[src/rtl/rcte_pkg.sv]
`default_nettype none
package rcte_pkg;

	localparam int SLOTS_DEF = 8;
	localparam int KINDS = 12;
	localparam int MASK_W = 48;
	localparam int CFG_IDX_W = 2;

	localparam logic [2:0] OP_ADD = 3'd0;
	localparam logic [2:0] OP_MARK = 3'd1;
	localparam logic [2:0] OP_MOVE = 3'd2;
	localparam logic [2:0] OP_TICK = 3'd3;
	localparam logic [2:0] OP_CLEAR = 3'd4;

	localparam logic [1:0] RK_ADD = 2'd0;
	localparam logic [1:0] RK_CONTACT = 2'd1;
	localparam logic [1:0] RK_ACK = 2'd2;
	localparam logic [1:0] RK_DONE = 2'd3;

	localparam logic [CFG_IDX_W-1:0] CFG_ROWS_0_3 = 2'd0;
	localparam logic [CFG_IDX_W-1:0] CFG_ROWS_4_7 = 2'd1;
	localparam logic [CFG_IDX_W-1:0] CFG_ROWS_8_11 = 2'd2;

	typedef struct packed {
		logic [2:0] operation;
		logic [2:0] slot_index;
		logic signed [15:0] rect_x;
		logic signed [15:0] rect_y;
		logic [14:0] rect_w;
		logic [14:0] rect_h;
		logic [3:0] kind_code;
		logic [7:0] listener_id;
	} req_t;

	typedef struct packed {
		logic [1:0] result_kind;
		logic [2:0] own_slot;
		logic [2:0] other_slot;
		logic [7:0] notify_id;
		logic table_full;
		logic last;
	} res_t;

	// contents of one slot as it travels along the chain
	typedef struct packed {
		logic signed [15:0] left;
		logic signed [15:0] top;
		logic [14:0] width;
		logic [14:0] height;
		logic [3:0] kind;
		logic [7:0] listener;
	} slot_t;

	// command broadcast to every cell
	typedef struct packed {
		logic wr;       // write rect of addressed cell
		logic wr_full;  // also write kind and listener and set used
		logic mark;
		logic purge;    // free marked slots
		logic clear;
	} cell_cmd_t;

	function automatic logic allowed(input logic [3:0] src, input logic [3:0] dst,
		input logic [MASK_W-1:0] m0, input logic [MASK_W-1:0] m1,
		input logic [MASK_W-1:0] m2);
		logic [MASK_W-1:0] r;
		logic [5:0] b;
		begin
			r = (src < 4'd4) ? m0 : (src < 4'd8) ? m1 : m2;
			b = 6'(src[1:0]) * 6'd12 + 6'(dst);
			allowed = (src < 4'(KINDS)) && (dst < 4'(KINDS)) && r[b];
		end
	endfunction

endpackage
`default_nettype wire

[src/rtl/rcte_cell.sv]
`default_nettype none
// one slot of the table; the probe slot passes through one cell a cycle unless the walk is held
module rcte_cell #(
	parameter int IDX = 0,
	parameter int IW = 3
) (
	input  wire logic clk,
	input  wire logic arst_n,
	input  wire logic sel,
	input  wire rcte_pkg::cell_cmd_t cmd,
	input  wire rcte_pkg::slot_t wdata,
	output logic used,
	output rcte_pkg::slot_t data,
	// probe travelling along the chain
	input  wire logic pin_vld,
	input  wire logic [IW-1:0] pin_idx,
	input  wire rcte_pkg::slot_t pin,
	// hit found at this cell: probe against this slot
	output logic hit
);
	logic used_q, doomed_q;
	rcte_pkg::slot_t slot_q;
	logic signed [16:0] at_b, ab_b, al_r, bl_r;
	logic ovl;

	assign used = used_q;
	assign data = slot_q;

	assign at_b = 17'(pin.top) + 17'(signed'({1'b0, pin.height}));
	assign ab_b = 17'(slot_q.top) + 17'(signed'({1'b0, slot_q.height}));
	assign al_r = 17'(pin.left) + 17'(signed'({1'b0, pin.width}));
	assign bl_r = 17'(slot_q.left) + 17'(signed'({1'b0, slot_q.width}));
	assign ovl = !(at_b < 17'(slot_q.top) || 17'(pin.top) > ab_b ||
		al_r < 17'(slot_q.left) || 17'(pin.left) > bl_r);
	assign hit = pin_vld && used_q && (pin_idx < IW'(IDX)) && ovl;

	always_ff @(posedge clk or negedge arst_n) begin
		if (!arst_n) begin
			used_q <= 1'b0;
			doomed_q <= 1'b0;
		end else begin
			if (cmd.clear) begin
				used_q <= 1'b0;
				doomed_q <= 1'b0;
			end else if (cmd.purge) begin
				if (doomed_q) used_q <= 1'b0;
				doomed_q <= 1'b0;
			end else if (sel && cmd.wr_full) begin
				used_q <= 1'b1;
				doomed_q <= 1'b0;
			end else if (sel && cmd.mark && used_q) begin
				doomed_q <= 1'b1;
			end
		end
	end

	always_ff @(posedge clk) begin
		if (sel && (cmd.wr_full || (cmd.wr && used_q))) begin
			slot_q.left <= wdata.left;
			slot_q.top <= wdata.top;
			slot_q.width <= wdata.width;
			slot_q.height <= wdata.height;
		end
		if (sel && cmd.wr_full) begin
			slot_q.kind <= wdata.kind;
			slot_q.listener <= wdata.listener;
		end
	end

	a_purge_frees: assert property (@(posedge clk) disable iff (!arst_n)
		cmd.clear |=> !used_q && !doomed_q) else $error("clear left slot used");
	a_doom_used: assert property (@(posedge clk) disable iff (!arst_n)
		doomed_q |-> used_q) else $error("mark on free slot");
	a_add_fills: assert property (@(posedge clk) disable iff (!arst_n)
		sel && cmd.wr_full |=> used_q) else $error("add left slot free");

endmodule
`default_nettype wire

[src/rtl/rect_collision_table_engine.sv]
`default_nettype none
// Slot table with pairwise rectangle contact search. Table operations (add,
// mark, move, clear) each give one result. A tick frees marked slots, then
// takes each used slot i as the probe and steps it along the row of slot
// cells, one cell per cycle, reporting contacts with every later slot k it
// touches, (i,k) then (k,i), where the pair mask and a nonzero listener allow
// them; a pair that reports both ways takes an extra state. A tick ends with a
// done result. While the one-deep output register is full and out_ready is
// low the walk stalls in place.
module rect_collision_table_engine #(
	parameter int SLOTS = rcte_pkg::SLOTS_DEF
) (
	input  wire logic clk,
	input  wire logic arst_n,
	input  wire logic in_valid,
	output logic in_ready,
	input  wire rcte_pkg::req_t in_data,
	output logic out_valid,
	input  wire logic out_ready,
	output rcte_pkg::res_t out_data,
	input  wire logic cfg_we,
	input  wire logic [rcte_pkg::CFG_IDX_W-1:0] cfg_index,
	input  wire logic [rcte_pkg::MASK_W-1:0] cfg_data
);
	localparam int IW = 3;

	typedef enum logic [2:0] {S_IDLE, S_OP, S_PURGE, S_LOAD, S_WALK, S_PAIR2, S_DONE}
		state_t;
	state_t state_q;

	logic [rcte_pkg::MASK_W-1:0] m0_q, m1_q, m2_q;
	rcte_pkg::req_t req_q;
	rcte_pkg::cell_cmd_t cmd;
	rcte_pkg::slot_t wdata;
	logic [SLOTS-1:0] used, hit, sel;
	rcte_pkg::slot_t data [SLOTS];
	logic [IW-1:0] src_q, pos_q;
	logic [IW:0] free_idx;
	logic full;
	logic hold;
	logic res_load;

	function automatic rcte_pkg::res_t mk_res(input logic [1:0] kind,
		input logic [2:0] own, input logic [2:0] other, input logic [7:0] id,
		input logic tfull, input logic lst);
		rcte_pkg::res_t r;
		begin
			r.result_kind = kind;
			r.own_slot = own;
			r.other_slot = other;
			r.notify_id = id;
			r.table_full = tfull;
			r.last = lst;
			mk_res = r;
		end
	endfunction

	// lowest free slot
	always_comb begin
		free_idx = (IW+1)'(SLOTS);
		for (int j = SLOTS-1; j >= 0; j--)
			if (!used[j]) free_idx = (IW+1)'(j);
	end
	assign full = (free_idx == (IW+1)'(SLOTS));

	always_comb begin
		cmd = '0;
		sel = '0;
		wdata.left = req_q.rect_x;
		wdata.top = req_q.rect_y;
		wdata.width = req_q.rect_w;
		wdata.height = req_q.rect_h;
		wdata.kind = req_q.kind_code;
		wdata.listener = req_q.listener_id;
		// table operations change the table only in the cycle their result is loaded
		if (state_q == S_OP && !hold) begin
			case (req_q.operation)
				rcte_pkg::OP_ADD: begin
					cmd.wr_full = !full;
					for (int j = 0; j < SLOTS; j++) sel[j] = (free_idx == (IW+1)'(j));
				end
				rcte_pkg::OP_MARK: begin
					cmd.mark = 1'b1;
					for (int j = 0; j < SLOTS; j++) sel[j] = (req_q.slot_index == 3'(j));
				end
				rcte_pkg::OP_MOVE: begin
					cmd.wr = 1'b1;
					for (int j = 0; j < SLOTS; j++) sel[j] = (req_q.slot_index == 3'(j));
				end
				rcte_pkg::OP_CLEAR: cmd.clear = 1'b1;
				default: ;
			endcase
		end
		if (state_q == S_PURGE) cmd.purge = 1'b1;
	end

	// the probe walks; it stalls in place when the output is busy
	assign hold = out_valid && !out_ready;

	// probe sits at chain position pos_q while walking, examined by its cell
	logic hit_here;
	logic [IW-1:0] k_at;
	rcte_pkg::slot_t probe_q, other_d;
	logic r1, r2;
	assign k_at = pos_q;
	assign other_d = data[pos_q];
	assign hit_here = hit[pos_q];
	assign r1 = rcte_pkg::allowed(probe_q.kind, other_d.kind, m0_q, m1_q, m2_q)
		&& probe_q.listener != 8'd0;
	assign r2 = rcte_pkg::allowed(other_d.kind, probe_q.kind, m0_q, m1_q, m2_q)
		&& other_d.listener != 8'd0;

	assign res_load = !hold && ((state_q == S_OP) || (state_q == S_PAIR2) ||
		(state_q == S_DONE) || (state_q == S_WALK && hit_here && r1));

	genvar g;
	generate
		for (g = 0; g < SLOTS; g++) begin : g_cell
			logic cell_pv;
			assign cell_pv = (state_q == S_WALK) && (pos_q == IW'(g));
			rcte_cell #(.IDX(g), .IW(IW)) u_cell (
				.clk, .arst_n, .sel(sel[g]), .cmd, .wdata,
				.used(used[g]), .data(data[g]),
				.pin_vld(cell_pv), .pin_idx(src_q), .pin(probe_q),
				.hit(hit[g]));
		end
	endgenerate

	assign in_ready = (state_q == S_IDLE);

	always_ff @(posedge clk or negedge arst_n) begin
		if (!arst_n) begin
			state_q <= S_IDLE;
			out_valid <= 1'b0;
			out_data <= '0;
			req_q <= '0;
			probe_q <= '0;
			m0_q <= '0;
			m1_q <= '0;
			m2_q <= '0;
			src_q <= '0;
			pos_q <= '0;
		end else begin
			if (cfg_we) begin
				case (cfg_index)
					rcte_pkg::CFG_ROWS_0_3: m0_q <= cfg_data;
					rcte_pkg::CFG_ROWS_4_7: m1_q <= cfg_data;
					rcte_pkg::CFG_ROWS_8_11: m2_q <= cfg_data;
					default: ;
				endcase
			end
			if (res_load) out_valid <= 1'b1;
			else if (out_ready) out_valid <= 1'b0;
			case (state_q)
				S_IDLE: if (in_valid) begin
					req_q <= in_data;
					state_q <= (in_data.operation == rcte_pkg::OP_TICK) ? S_PURGE : S_OP;
				end
				S_OP: if (!hold) begin
					if (req_q.operation == rcte_pkg::OP_ADD)
						out_data <= mk_res(rcte_pkg::RK_ADD, full ? 3'd0 : 3'(free_idx),
							3'd0, 8'd0, full, 1'b1);
					else
						out_data <= mk_res(rcte_pkg::RK_ACK, 3'd0, 3'd0, 8'd0, 1'b0, 1'b1);
					state_q <= S_IDLE;
				end
				S_PURGE: begin
					src_q <= '0;
					state_q <= S_LOAD;
				end
				S_LOAD: begin
					if (used[src_q] && src_q != IW'(SLOTS-1)) begin
						probe_q <= data[src_q];
						pos_q <= src_q + IW'(1);
						state_q <= S_WALK;
					end else if (src_q == IW'(SLOTS-1)) begin
						state_q <= S_DONE;
					end else begin
						src_q <= src_q + IW'(1);
					end
				end
				S_WALK: if (!hold) begin
					if (hit_here && r1)
						out_data <= mk_res(rcte_pkg::RK_CONTACT, src_q, k_at,
							probe_q.listener, 1'b0, 1'b0);
					if (hit_here && r2) state_q <= S_PAIR2;
					else if (pos_q == IW'(SLOTS-1)) begin
						src_q <= src_q + IW'(1);
						state_q <= (src_q + IW'(1) == IW'(SLOTS-1)) ? S_DONE : S_LOAD;
					end else pos_q <= pos_q + IW'(1);
				end
				S_PAIR2: if (!hold) begin
					out_data <= mk_res(rcte_pkg::RK_CONTACT, k_at, src_q,
						other_d.listener, 1'b0, 1'b0);
					if (pos_q == IW'(SLOTS-1)) begin
						src_q <= src_q + IW'(1);
						state_q <= (src_q + IW'(1) == IW'(SLOTS-1)) ? S_DONE : S_LOAD;
					end else begin
						pos_q <= pos_q + IW'(1);
						state_q <= S_WALK;
					end
				end
				S_DONE: if (!hold) begin
					out_data <= mk_res(rcte_pkg::RK_DONE, 3'd0, 3'd0, 8'd0, 1'b0, 1'b1);
					state_q <= S_IDLE;
				end
				default: state_q <= S_IDLE;
			endcase
		end
	end

	a_out_hold: assert property (@(posedge clk) disable iff (!arst_n)
		hold |=> $stable(out_data) && out_valid) else $error("result changed while stalled");
	a_walk_order: assert property (@(posedge clk) disable iff (!arst_n)
		state_q == S_WALK |-> pos_q > src_q) else $error("pair order broken");
	a_idle_quiet: assert property (@(posedge clk) disable iff (!arst_n)
		in_ready |-> !$past(state_q == S_WALK) || $past(pos_q) == IW'(SLOTS-1))
		else $error("tick cut short");

endmodule
`default_nettype wire

[config.mk]
export PLATFORM = sky130hd
export DESIGN_NAME = rect_collision_table_engine
export DESIGN_NICKNAME = d
export VERILOG_FILES = /design/src/rtl/rcte_pkg.sv /design/src/rtl/rcte_cell.sv /design/src/rtl/rect_collision_table_engine.sv
export SDC_FILE = /design/constraint.sdc
export NUM_CORES = 2
export LEC_CHECK = 0
export ABC_AREA = 0
export BUFFER_PORTS_ARGS = -buffer_cell sky130_fd_sc_hd__buf_2
export CORE_MARGIN = 8
export CORE_UTILIZATION = 58
export CTS_CLUSTER_DIAMETER = 150
export DETAILED_ROUTE_END_ITERATION = 16
export GPL_TIMING_DRIVEN = 0
export PLACE_DENSITY = 0.79
export SYNTH_ARGS = -nofsm -noshare
export SYNTH_HDL_FRONTEND = slang
export SYNTH_HIERARCHICAL = 1
export SYNTH_SLANG_ARGS = --single-unit
[constraint.sdc]
create_clock -name clk -period 5.4 [get_ports clk]
set_input_delay 0.81 -clock clk [delete_from_list [all_inputs] [get_ports clk]]
set_output_delay 0.81 -clock clk [all_outputs]
set_load 0.02 [all_outputs]
==> results_dict.tcl <==
set metrics [dict create \
    worst_pin_slew_ns 1.43 \
    drive_above_1_share_pct 18.3 \
    nets 7771 \
    fin_cells 8335 \
    drv_cap 0 \
    die-area_mm2 0.131 \
    cp_num_buf_inv 1 \
    dp_hpwl_um 175000 \
    chipHeight_um 361 \
    tritoncts "built" \
    fillers 8673 \
    grt_pass1_wl_um 344000 \
    cp_slowest_stage_delay_ns 0.52 \
    clock_path_buffers 3 \
    ios 155 \
    drtPass1Iterations 8 \
    total_power_mw 46.0 \
    via_per_inst 6.81 \
    crit_arrival_ns 7.23 \
    drc 0 \
    layout_commonest_cell "ha_1" \
    layout_min_cycle_time_ns 6.61 \
    hp-class "input port to register" \
    slew_headroom_pct 4.50 \
    slew_viol_final 0 \
    antenna_found_initial 4 \
    grt_max_degree 113 \
    violations "setup timing" \
    rsz0062_at_grt "yes" \
    finalCritPeriodShare_pct 122 \
    slowest_stage "edfxtp_1" \
    root_buffer "clkbuf_16" \
    cp_max_fo 5 \
    fp.coreArea_mm2 0.118 \
    rows 126 \
    avgSynthCellArea_um2 11.0 \
    die_x_um 361 \
    vias 56800 \
    timing.fmax_ghz 0.151 \
    critPathTopFamily "compound AO/OA/AOI/OAI gates" \
    clk_pin_slew_ns 0.06 \
    synthCells 6308 \
    antenna_left 0 \
    synth_nets 7373 \
    drt-total-wl_um 235000 \
    yosys_warnings 6 \
    area_delta_synth_final_pct 13.6 \
    gp_congestion 1.03 \
    p_per_area_mw_per_mm2 585 \
    status "complete, but fails checks" \
    peakVddDrop_mv 0.422 \
    crit_required_ns 6.01 \
    clock-sinks 934 \
    critPathKind "register to register" \
    cp-end-kind "register" \
    overflow 0 \
    setup_viol 28 \
    syn_area_mm2 0.0692 \
    hold_viol_final 0 \
    layout_common_cells "ha_1, edfxtp_1, inv_1" \
    fin_ws_ns -1.21 \
    path_cells "ha_2 > a21oi_1 > o21ai_0 > o41ai_4 > mux2i_1 > a2111oi_2 > ha_1 > a2111oi_4 > o21ai_2 > o31ai_2 > o211ai_1 > nor4b_4 > mux4_2 > mux2i_4 > a221o_1 > a31o_4 > a311oi_4 > a32oi_2 > buf_6 > a21oi_4 > nor3_4 > mux2_2" \
    insertion_delay_ns 0.78 \
    skew_ns 0.0888 \
    numCtsBuffers 102 \
    start_kind "register" \
    htree_levels 3 \
    grtUsageTotal_pct 34.5 \
    leakage_nw 32.8 \
    start_util_pct 58.6 \
    grt_pass1_vias 55900 \
    dpl.cell_count 8020 \
    wl_per_cell_um 28.2 \
    detail_route.iter0.violations 6809 \
    fin_setup_tns_ns -28.22 \
    io_buffers 154 \
]
## registers in the layout, indices dropped and copies added (netlist names)
name and count:
g_cell.u_cell/data 592, req_q 80, probe_q 74, m0_q 48
m1_q 48, m2_q 48, out_data 18, g_cell.u_cell/doomed_q 8
g_cell.u_cell/used 8, k_at 3, src_q 3, state_q 3
out_valid 1
## worst reg2reg max path: stages, from the launching register on
cell       delay [ns]
edfxtp_1         0.52
ha_2             0.40
a21oi_1          0.43
o21ai_0          0.32
o41ai_4          0.34
mux2i_1          0.16
a2111oi_2        0.39
ha_1             0.35
a2111oi_4        0.41
o21ai_2          0.17
o31ai_2          0.28
o211ai_1         0.20
nor4b_4          0.35
mux4_2           0.32
mux2i_4          0.10
a221o_1          0.34
a31o_4           0.26
a311oi_4         0.25
a32oi_2          0.16
buf_6            0.18
a21oi_4          0.18
nor3_4           0.07
mux2_2           0.29
## layout make-up
cell class | instances | area (µm²) | area share [%]
clock buffers | 132 | 2760 | 3.50
flip-flops and latches | 934 | 26400 | 33.6
well taps | 1536 | 1920 | 2.44
diodes | 4 | 10.0 | 0.0127
repair buffers | 294 | 2220 | 2.83
multi-input cells | 4745 | 42100 | 53.5
clock inverters | 61 | 833 | 1.06
inverters | 481 | 1810 | 2.29
plain buffers | 148 | 628 | 0.798
## metrics by stage
stage	utilization (%)	hold slack, ns	setup WS [ns]	area, µm²
after floorplan	-	0.494	-0.0719	69300
after global placement	60.9	0.489	-4.30	72000
after detailed placement	61.3	0.488	-2.48	72500
after CTS	65.6	0.230	-1.15	77600
after global routing	66.5	0.243	-1.29	78700
final	66.5	0.246	-1.21	78700
## metal layers
layer  wire length (µm)  up-vias  global-route usage (%)
met2             105000     3563                    54.2
met3              24400     1035                    7.84
met4              21400        0                    24.8
met5                  0        -                       0
met1              84900    27400                    42.0
li1                   -    24800                       -
## final timing paths
path,startpoint,to,slack [ns],cells after the start
min in group asynchronous,arst_n,m0_q[14]$_DFFE_PN0P_,0.56,2
max in group asynchronous,arst_n,probe_q[67]$_DFFE_PN0P_,3.34,4
worst min register to register,out_data[14]$_DFFE_PN0P_,out_data[14]$_DFFE_PN0P_,0.51,1
worst max-delay path,g_cell[6].u_cell/data[66]$_DFFE_PP_,src_q[2]$_DFFE_PN0P_,-1.21,22
worst min-delay path,in_data[21],req_q[21]$_DFFE_PN0P_,0.25,2
worst max register to register,g_cell[6].u_cell/data[66]$_DFFE_PP_,src_q[2]$_DFFE_PN0P_,-1.21,22
## report_power, final
part           switching, mW  total [mW]  internal, mW  leakage [nW]
sequential              2.80        12.0          9.19          9.42
combinational           15.2        26.5          11.4          21.6
clock                   3.19        7.52          4.33          1.73
## timing repair
action / 4_1_cts / 5_1_grt
buffers inserted: 59 / 58
endpoints found under the hold margin: 52 / 0
hold buffers: 1 / 0
setup endpoints to repair: 28 / 28
pin swaps: 85 / 88
gates cloned: 2 / 0
gates resized for setup: 215 / 126
No activity file was read; power rests on OpenSTA's default activity.
